[src/mse_pkg.sv]
`timescale 1ns / 1ps
// ----------------------------------------------------------------------------
// mse_pkg
// Opcodes, function codes, item kinds and shared types of the MIPS subset
// executor.
// ----------------------------------------------------------------------------
package mse_pkg;

   // item kinds
   localparam logic [1:0] KIND_EXEC   = 2'd0;
   localparam logic [1:0] KIND_MEM_WR = 2'd1;
   localparam logic [1:0] KIND_MEM_RD = 2'd2;
   localparam logic [1:0] KIND_REG_RD = 2'd3;

   // primary opcodes
   localparam logic [5:0] OP_SPECIAL = 6'h00;
   localparam logic [5:0] OP_J       = 6'h02;
   localparam logic [5:0] OP_JAL     = 6'h03;
   localparam logic [5:0] OP_BEQ     = 6'h04;
   localparam logic [5:0] OP_ADDI    = 6'h08;
   localparam logic [5:0] OP_LW      = 6'h23;
   localparam logic [5:0] OP_SW      = 6'h2B;

   // function codes of the special opcode
   localparam logic [5:0] FN_JR   = 6'h08;
   localparam logic [5:0] FN_MFHI = 6'h10;
   localparam logic [5:0] FN_MFLO = 6'h12;
   localparam logic [5:0] FN_MULT = 6'h18;
   localparam logic [5:0] FN_DIV  = 6'h1A;
   localparam logic [5:0] FN_ADD  = 6'h20;
   localparam logic [5:0] FN_SUB  = 6'h22;
   localparam logic [5:0] FN_AND  = 6'h24;
   localparam logic [5:0] FN_OR   = 6'h25;
   localparam logic [5:0] FN_SLT  = 6'h2A;
   localparam logic [5:0] FN_MOVE = 6'h2F;

   localparam logic [4:0] REG_RA = 5'd31;

   // dividend width of the shared unit (offset address sum)
   localparam int UNIT_DVD_W = 34;

   typedef enum logic [1:0] {
      UOP_MUL = 2'd0,
      UOP_DIV = 2'd1,
      UOP_MOD = 2'd2
   } mse_uop_type;

   typedef struct packed {
      logic        start;
      mse_uop_type uop;
   } mse_unit_ctl_type;

   typedef struct packed {
      logic        done;
      logic [31:0] hi;
      logic [31:0] lo;
   } mse_unit_sts_type;

endpackage

[src/mse_seq_unit.sv]
`timescale 1ns / 1ps
// ----------------------------------------------------------------------------
// mse_seq_unit
// Shared iterative unit: signed multiply (shift-add), signed divide and
// unsigned remainder (restoring), one bit per cycle, then a sign fix step.
// ----------------------------------------------------------------------------
module mse_seq_unit import mse_pkg::*; (
   input  logic                    clock,
   input  logic                    reset,
   input  mse_unit_ctl_type        ctl,
   input  logic [UNIT_DVD_W-1:0]   opnd_a,
   input  logic [31:0]             opnd_b,
   output mse_unit_sts_type        sts
);

   logic                  run_ff, run_in;
   logic                  fix_ff, fix_in;
   logic                  done_ff, done_in;
   logic [5:0]            cnt_ff, cnt_in;
   logic [32:0]           acc_ff, acc_in;
   logic [UNIT_DVD_W-1:0] sh_ff, sh_in;
   logic [31:0]           dsr_ff, dsr_in;
   mse_uop_type           uop_ff, uop_in;
   logic                  neg_q_ff, neg_q_in;
   logic                  neg_r_ff, neg_r_in;
   logic [31:0]           hi_ff, hi_in;
   logic [31:0]           lo_ff, lo_in;

   logic [31:0] a32;
   logic [31:0] abs_a;
   logic [31:0] abs_b;
   logic [32:0] sum;
   logic [32:0] rem_sh;
   logic [32:0] diff;
   logic [63:0] prod;

   assign a32   = opnd_a[31:0];
   assign abs_a = a32[31] ? (~a32 + 32'd1) : a32;
   assign abs_b = opnd_b[31] ? (~opnd_b + 32'd1) : opnd_b;

   assign sum    = acc_ff + (sh_ff[0] ? {1'b0, dsr_ff} : 33'd0);
   assign rem_sh = {acc_ff[31:0], sh_ff[UNIT_DVD_W-1]};
   assign diff   = rem_sh - {1'b0, dsr_ff};
   assign prod   = {acc_ff[31:0], sh_ff[31:0]};

   always_comb begin
      run_in   = run_ff;
      fix_in   = 1'b0;
      done_in  = 1'b0;
      cnt_in   = cnt_ff;
      acc_in   = acc_ff;
      sh_in    = sh_ff;
      dsr_in   = dsr_ff;
      uop_in   = uop_ff;
      neg_q_in = neg_q_ff;
      neg_r_in = neg_r_ff;
      hi_in    = hi_ff;
      lo_in    = lo_ff;
      if (ctl.start) begin
         run_in   = 1'b1;
         uop_in   = ctl.uop;
         acc_in   = 33'd0;
         neg_q_in = a32[31] ^ opnd_b[31];
         neg_r_in = a32[31];
         case (ctl.uop)
            UOP_MUL: begin
               sh_in  = {2'b00, abs_b};
               dsr_in = abs_a;
               cnt_in = 6'd32;
            end
            UOP_DIV: begin
               sh_in  = {2'b00, abs_a};
               dsr_in = abs_b;
               cnt_in = 6'(UNIT_DVD_W);
            end
            default: begin
               sh_in    = opnd_a;
               dsr_in   = opnd_b;
               neg_q_in = 1'b0;
               neg_r_in = 1'b0;
               cnt_in   = 6'(UNIT_DVD_W);
            end
         endcase
      end else if (run_ff) begin
         if (uop_ff == UOP_MUL) begin
            acc_in = {1'b0, sum[32:1]};
            sh_in  = {2'b00, sum[0], sh_ff[31:1]};
         end else if (!diff[32]) begin
            acc_in = diff;
            sh_in  = {sh_ff[UNIT_DVD_W-2:0], 1'b1};
         end else begin
            acc_in = rem_sh;
            sh_in  = {sh_ff[UNIT_DVD_W-2:0], 1'b0};
         end
         cnt_in = cnt_ff - 6'd1;
         if (cnt_ff == 6'd1) begin
            run_in = 1'b0;
            fix_in = 1'b1;
         end
      end else if (fix_ff) begin
         done_in = 1'b1;
         case (uop_ff)
            UOP_MUL: begin
               hi_in = neg_q_ff ? (~prod[63:32] + 32'(prod[31:0] == 32'd0)) : prod[63:32];
               lo_in = neg_q_ff ? (~prod[31:0] + 32'd1) : prod[31:0];
            end
            UOP_DIV: begin
               lo_in = neg_q_ff ? (~sh_ff[31:0] + 32'd1) : sh_ff[31:0];
               hi_in = neg_r_ff ? (~acc_ff[31:0] + 32'd1) : acc_ff[31:0];
            end
            default: begin
               lo_in = acc_ff[31:0];
               hi_in = 32'd0;
            end
         endcase
      end
   end

   always_ff @(posedge clock) begin
      if (reset) begin
         run_ff  <= 1'b0;
         fix_ff  <= 1'b0;
         done_ff <= 1'b0;
         cnt_ff  <= 6'd0;
      end else begin
         run_ff  <= run_in;
         fix_ff  <= fix_in;
         done_ff <= done_in;
         cnt_ff  <= cnt_in;
      end
   end

   always_ff @(posedge clock) begin
      acc_ff   <= acc_in;
      sh_ff    <= sh_in;
      dsr_ff   <= dsr_in;
      uop_ff   <= uop_in;
      neg_q_ff <= neg_q_in;
      neg_r_ff <= neg_r_in;
      hi_ff    <= hi_in;
      lo_ff    <= lo_in;
   end

   assign sts.done = done_ff;
   assign sts.hi   = hi_ff;
   assign sts.lo   = lo_ff;

endmodule

[config.mk]
export PLATFORM = sky130hd
export DESIGN_NAME = mse_seq_unit
export DESIGN_NICKNAME = d
export VERILOG_FILES = /design/src/mse_pkg.sv /design/src/mse_seq_unit.sv
export SDC_FILE = /design/constraint.sdc
export NUM_CORES = 1
export LEC_CHECK = 0
export BUFFER_PORTS_ARGS = -buffer_cell sky130_fd_sc_hd__buf_2
export CAP_MARGIN = 20
export CELL_PAD_IN_SITES_DETAIL_PLACEMENT = 1
export CELL_PAD_IN_SITES_GLOBAL_PLACEMENT = 1
export CORE_UTILIZATION = 40
export CTS_CLUSTER_DIAMETER = 40
export CTS_CLUSTER_SIZE = 16
export DETAILED_ROUTE_END_ITERATION = 8
export PLACE_DENSITY_LB_ADDON = 0.15
export SLEW_MARGIN = 20
export SYNTH_ARGS = -nofsm -noshare
export SYNTH_HDL_FRONTEND = slang
export SYNTH_SLANG_ARGS = --single-unit
[constraint.sdc]
create_clock -name clock -period 4.6 [get_ports clock]
set_input_delay 0.92 -clock clock [delete_from_list [all_inputs] [get_ports clock]]
set_output_delay 0.92 -clock clock [all_outputs]
set_load 0.1 [all_outputs]
==> results of run 1 <==
-- power groups by stage --
stage | Sequential (uW) | Clock, uW | Combinational (uW)
3_5_place_dp | 2020 | 0 | 2110
6_report | 1990 | 1560 | 2180
3_3_place_gp | 2010 | 0 | 2070
2_1_floorplan | 1980 | 0 | 1410
5_1_grt | 2000 | 1610 | 2370
4_1_cts | 1980 | 1570 | 2130
-- state kept, by name, summed over array words and instances (netlist names) --
name,count
neg_r_ff,1
sh_ff,34
dsr_ff,32
fix_ff,1
uop_ff,2
neg_q_ff,1
acc_ff,33
run_ff,1
lo_ff,32
hi_ff,32
done_ff,1
cnt_ff,6
-- worst paths after layout --
path / startpoint / endpoint / slack, ns / cells past startpoint
worst min register to register: acc_ff[32] / acc_ff[32] / 0.57 / 2
worst max-delay path: sh_ff[18] / hi_ff[14] / 0.19 / 18
worst min-delay path: acc_ff[32] / acc_ff[32] / 0.57 / 2
worst max register to register: sh_ff[18] / hi_ff[14] / 0.19 / 18
-- cells by family (layout without fill, tap and decap cells) --
kind of cell | after synthesis | after routing | share of synthesized area [%]
flops | 176 | 176 | 31.1
simple gates | 689 | 689 | 20.9
buf+inv | 192 | 313 | 5.02
compound gates | 611 | 611 | 24.8
xor+xnor | 160 | 160 | 8.97
fa+ha+maj | 76 | 76 | 6.18
mux | 44 | 44 | 2.96
-- critical path: stages (launching register included) --
cell and delay, ns:
edfxtp_1 0.41, or4_4 0.55, nor4_4 0.15, buf_4 0.15
nand2b_1 0.07, or3_1 0.35, or2_4 0.27, nor4_4 0.21
buf_4 0.15, ha_1 0.15, ha_1 0.17, nor3b_4 0.26
nand3_2 0.12, or3_4 0.36, or2_2 0.32, buf_4 0.15
a221oi_1 0.25, nand2_1 0.08, o21ai_0 0.08
-- cell type report --
cell class                      instances  area share (%)
Tap cell                              518            3.65
Clock inverter                         14           0.957
Clock buffer                           18            2.47
Sequential cell                       176            27.4
Timing Repair Buffer                  217            7.56
Inverter                               64            1.37
Multi-Input combinational cell       1580            56.6
-- metal layers --
metal	vias up	routed length, um	track usage [%]
met5	-	0	0
met4	0	1310	8.09
met3	66	2620	3.19
met2	409	27300	48.3
met1	7780	28100	42.2
li1	7373	-	-
-- placed cells by master (no fill, tap or decap), drive strengths merged, types with 11 or more instances in the layout --
| master | n |
|---|---|
| xnor2 | 83 |
| o21ai | 186 |
| ha | 74 |
| a221oi | 14 |
| o41ai | 15 |
| nor4 | 11 |
| inv | 70 |
| o211ai | 39 |
| mux2 | 15 |
| buf | 217 |
| nor2 | 195 |
| o31ai | 26 |
| and2 | 26 |
| nor3 | 53 |
| nand4 | 19 |
| xor2 | 77 |
| or2 | 14 |
| nand2 | 222 |
| and3 | 17 |
| a31oi | 21 |
| nor2b | 13 |
| clkbuf | 18 |
| o22ai | 12 |
| nand2b | 17 |
| nand3 | 33 |
| mux2i | 29 |
| a211oi | 47 |
| or4 | 13 |
| a21oi | 139 |
| dfxtp | 42 |
| a21o | 25 |
| or3 | 38 |
| edfxtp | 134 |
-- through the flow --
stage / hold WS (ns) / worst slack, ns / TNS, ns / cells
3_3_place_gp: 0.499 / -0.0532 / -0.0999 / 2553
6_report: 0.566 / 0.188 / 0 / 2587
5_1_grt: 0.574 / 0.00440 / 0 / 2587
4_1_cts: 0.573 / 0.00750 / 0 / 2585
2_1_floorplan: 0.481 / 0.117 / 0 / 1948
3_5_place_dp: 0.562 / -0.267 / -0.778 / 2553
-- what timing repair did --
action | CTS | global route
hold endpoints to repair | 0 | 0
buffers inserted | 0 | 2
pin swaps | 0 | 1
endpoints found under the setup margin | 6 | 24
gates resized for setup | 4 | 19
==> impl_results.md, run 1 <==
- Crit-path max FO: 3
- Max H-tree Level: 4
- Total grt overflow: 0
- DP Wirelength: 45500 um
- Pint: 3490 uW
- Die span in x: 200 um
- Vias in the first global route: 15200
- Crit. End Element: flop
- Largest net degree at the start of global routing: 85
- Final setup viols: 0
- Post-synth EDFFs: 134
- NetSw: 2230 uW
- Total Power: 5720 uW
- Largest area contributor in the netlist: edfxtp_1
- Synth top area share: 25.8%
- Share of post-route cells with drive strength above 1: 15.1%
- Inserted Diodes: 0
- Status: finished, final reports clean
- Synth Register Bits: 176
- Largest cells by area after synthesis: edfxtp_1 (26%), ha_1 (5.9%), o21ai_0 (5.8%)
- Async SR Flop Fraction: 0%
- Initial antenna violation count: 0
- Switching share of power: 39.0%
- Logic pwr share: 38.1%
- Drt via density: 6.04
- Maximum VDD drop: 0.255 mV
- Core area: 38600 sq um
- Skew final: 0.0171 ns
- Net Count, Synth: 2095
- Die H: 200 um
- Clock Path Buffers: 2
- Relative slew slack: 36.1%
- Endpoints failing hold: 0
- Distinct cells, synth: 82
- Max Slew Vio Count: 0
- Cell Area, Synth: 15600 sq um
- HP Class: flop to flop
- Placed Area: 17100 sq um
- Gr usage total: 29.9%
- Die ar.: 39800 sq um
- Worst-Margin Slew: 0.959 ns
- Top cells by count, synth: nand2_1 (222), nor2_1 (195), o21ai_0 (182)
- DR WL/cell: 22.9 um
- Nets: 2203
- Fill cells: 4735
- Worst setup SP type: flop
- Crit path kind: flop to flop
- Initial DRC count: 1109
- Min Clock Period, post-route: 4.41 ns
- Post-Route WL: 59300 um
- Max Clock Freq: 227 MHz
- Yosys warnings: 0
- Drt drc: 0
- Synth Flop Type: edfxtp_1
- Num CTS Buffers: 17
- P per Cell Area: 322 nW/um^2
- Design area: 17800 sq um
- CTS clk-pin slew, worst paths: 0.07 ns
- Row count: 72
- Via count: 15600
- Port bufs: 135
- Clock tree sinks: 176
- Initial Utilization: 40.5%
- CTS tree: yes
- Leakage power: 0.00694 uW
- Period utilisation layout: 95.9%
- Max_cap viols: 0
- Worst-skew pair later-pin latency: 0.48 ns
- Drt pass-1 iters: 5
- Crit path DAT: 4.72 ns
- Gpl congestion: 0.905
- Mapped Cells: 1948
- Detail Route Antenna Nets: 0
- WP data required: 4.91 ns
- Hold-fix buffers, CTS: 0
- Root buffer cell: clkbuf_16
- Final Util: 46.1%
- Most frequent cell after synthesis: nand2_1
- First-pass GRT wire length: 90700 um
- Flop pwr share: 34.7%
- Multi-input logic area: 10100 sq um
- Register Area: 4870 sq um
- RSZ-0062 raised after global routing: false
- Top Ports: 136
- Clock share of power: 27.2%
- Seq/Total Area, Yosys: 31.1%
- P&R area growth vs syn: 13.8%
- Avg Inst Size Synth: 8.02 sq um
Power figures use the tool's default switching activity.
==> run 2: changes to the inputs <==
- GPL_TIMING_DRIVEN: default -> 0
- MAX_ROUTING_LAYER: default -> met4
- PLACE_DENSITY_LB_ADDON: 0.15 -> 0.1
==> run 2 against run 1 <==
Net effect: combinational power about the same; global-route usage is 6.6 points higher; die area unchanged; worst setup slack got worse by 0.059 ns.
==> impl_results.md, run 2 (synthesized netlist as in run 1, its figures left out) <==
- Worst setup endpoint: hi_ff[30]
- Crit-path max FO: 4 (+1)
- Max Slew Vio Count: 0 (unchanged)
- Leading cell type in the layout, fill and taps excluded: nand2_1
- Final Util: 46.1% (about the same)
- DP Cell Count: 2594 (+1.6%)
- Clock tree sinks: 176 (unchanged)
- DR WL/cell: 26.6 um (+16%)
- Nets: 2257 (+2.5%)
- Gr usage total: 36.5% (+6.6 points)
- Gpl congestion: 0.973 (+7.5%)
- DP Wirelength: 55100 um (+21%)
- Die H: 200 um (unchanged)
- Crit path kind: flop to flop
- Design area: 17800 sq um (about the same)
- Cell count of the worst reg-to-reg path: 16 (-2)
- CTS clk-pin slew, worst paths: 0.07 ns (about the same)
- Status: finished, final reports clean
- Top Ports: 136 (unchanged)
- Period utilisation layout: 97.2% (+1.3 points)
- Fill cells: 4830 (+2.0%)
- Via count: 16600 (+6.3%)
- Largest net degree at the start of global routing: 62 (-27%)
- Crit. Startpoint: sh_ff[18]
- Die span in x: 200 um (unchanged)
- Num CTS Buffers: 17 (unchanged)
- Max_cap viols: 0 (unchanged)
- Initial antenna violation count: 1 (+1)
- Setup WS pre-CTS: -1.46 ns (-1.20 ns)
- Core area: 38600 sq um (unchanged)
- Crit. End Element: flop
- Min Clock Period, post-route: 4.47 ns (+0.0592 ns)
- Total grt overflow: 0 (unchanged)
- Crit path DAT: 4.68 ns (-0.04 ns)
- CTS tree: yes
- Vias in the first global route: 16200 (+7.0%)
- Top reg by flops: sh_ff
- Port bufs: 127 (-5.9%)
- Drt drc: 0 (unchanged)
- Inserted Diodes: 0 (unchanged)
- P&R area growth vs syn: 13.8% (about the same)
- First-pass GRT wire length: 103000 um (+14%)
- Most frequent cells in the layout: nand2_1 (221), nor2_1 (195), o21ai_0 (180)
- Reg-to-reg endpoint: hi_ff[30]
- Die ar.: 39800 sq um (unchanged)
- Max H-tree Level: 4 (unchanged)
- Drt pass-1 iters: 5 (unchanged)
- Initial Utilization: 40.5% (unchanged)
- Worst Hold Depth: 2 (unchanged)
- Max reg flops: 34 (unchanged)
- Row count: 72 (unchanged)
- Reg2Reg Setup Slack: 0.13 ns (-0.06 ns)
- Relative slew slack: 21.7% (-14 points)
- Drt via density: 6.29 (+4.2%)
- Reg2reg start: sh_ff[18]
- Clock Path Buffers: 2 (unchanged)
- Detail Route Antenna Nets: 0 (unchanged)
- HP Class: flop to flop
- Placed Area: 16900 sq um (-0.76%)
- Leakage power: 0.00676 uW (-2.5%)
- Worst setup SP type: flop
- Worst-skew pair later-pin latency: 0.47 ns (about the same)
- WP data required: 4.81 ns (-0.10 ns)
- Final setup viols: 0 (unchanged)
- Maximum VDD drop: 0.322 mV (+26%)
- Non-filler cells in the finished layout: 2641 (+2.1%)
- Post-Route WL: 70300 um (+18%)
- Root buffer cell: clkbuf_16
- Worst-Margin Slew: 1.17 ns (+0.215 ns)
- Max Clock Freq: 224 MHz (-1.3%)
- Share of post-route cells with drive strength above 1: 12.1% (-3.0 points)
- Post-route worst setup slack: 0.129 ns (-0.0592 ns)
- P per Cell Area: 323 nW/um^2 (+0.22%)
- Top flop regs: sh_ff x34, acc_ff x33
- Initial DRC count: 1383 (+25%)
- Final setup TNS: 0 ns (unchanged)
- Endpoints failing hold: 0 (unchanged)
- Skew final: 0.0113 ns (-0.00573 ns)
run 2: cell count changes in the layout (fill, tap and decap cells not counted), moves of 3 or more:
cell and delta:
buf_1 +13, o21ai_0 +3, clkbuf_8 +4, buf_12 -4, o21ai_1 -3, buf_4 -60, buf_2 -5, clkbuf_1 +101
run 2: power breakdown:
part | internal (uW) | switching (uW) | total, uW
sequential | 1860 | 193 | 2050
clock | 764 | 741 | 1500
combinational | 758 | 1430 | 2180
total | 3380 | 2360 | 5740
run 2: layout make-up:
| cell class | instances | area (sq um) | area share, % |
|---|---|---|---|
| Inverter | 64 | 240 | 1.35 |
| Buffer | 126 | 549 | 3.09 |
| Timing Repair Buffer | 145 | 791 | 4.45 |
| Multi-Input combinational cell | 1580 | 10100 | 56.8 |
| Clock buffer | 18 | 429 | 2.41 |
| Tap cell | 518 | 648 | 3.64 |
| Clock inverter | 14 | 150 | 0.844 |
| Sequential cell | 176 | 4870 | 27.4 |
run 2: repair_timing:
action                                  in CTS  in global routing
setup buffers                                7                 10
gates resized for setup                     30                  9
pin swaps                                    5                  4
gates cloned                                 0                  0
hold buffers                                 0                  0
endpoints found under the setup margin      58                 29
run 2: worst max-delay path: stages (launching register included):
cell and delay, ns:
edfxtp_1 0.45, or4_4 0.59, nor4_4 0.16, nand2b_1 0.09
or3_1 0.35, or2_4 0.27, nor4_4 0.24, ha_2 0.24
ha_2 0.21, nor3b_4 0.23, nand3_2 0.13, or3_4 0.42
or2_4 0.27, o21ai_0 0.15, o21ai_0 0.12, xnor2_1 0.25
nor2_1 0.06
run 2: per-layer routing:
| layer | GRT usage, % | up-vias | part of all wire, % |
|---|---|---|---|
| li1 | - | 7496 | - |
| met1 | 48.5 | 8245 | 44 |
| met2 | 55.7 | 718 | 45 |
| met3 | 3.83 | 161 | 6.5 |
| met4 | 16.7 | 0 | 4.7 |
| met5 | - | - | 0 |
run 2: worst min-delay path by stage:
| stage | from | endpoint | slack, ns |
|---|---|---|---|
| 3_3_place_gp | acc_ff[32] | acc_ff[32] | 0.53 |
| 5_1_grt | acc_ff[32] | acc_ff[32] | 0.57 |
| 2_1_floorplan | acc_ff[32] | acc_ff[32] | 0.48 |
| 6_report | acc_ff[32] | acc_ff[32] | 0.54 |
| 4_1_cts | acc_ff[32] | acc_ff[32] | 0.54 |
| 3_5_place_dp | acc_ff[32] | acc_ff[32] | 0.53 |
run 2: through the flow:
step / total power, uW / hold slack [ns]
floorplan: 3390 / 0.481
global placement: 4110 / 0.527
detailed placement: 4150 / 0.529
CTS: 5670 / 0.545
global route: 5970 / 0.568
finish: 5740 / 0.542
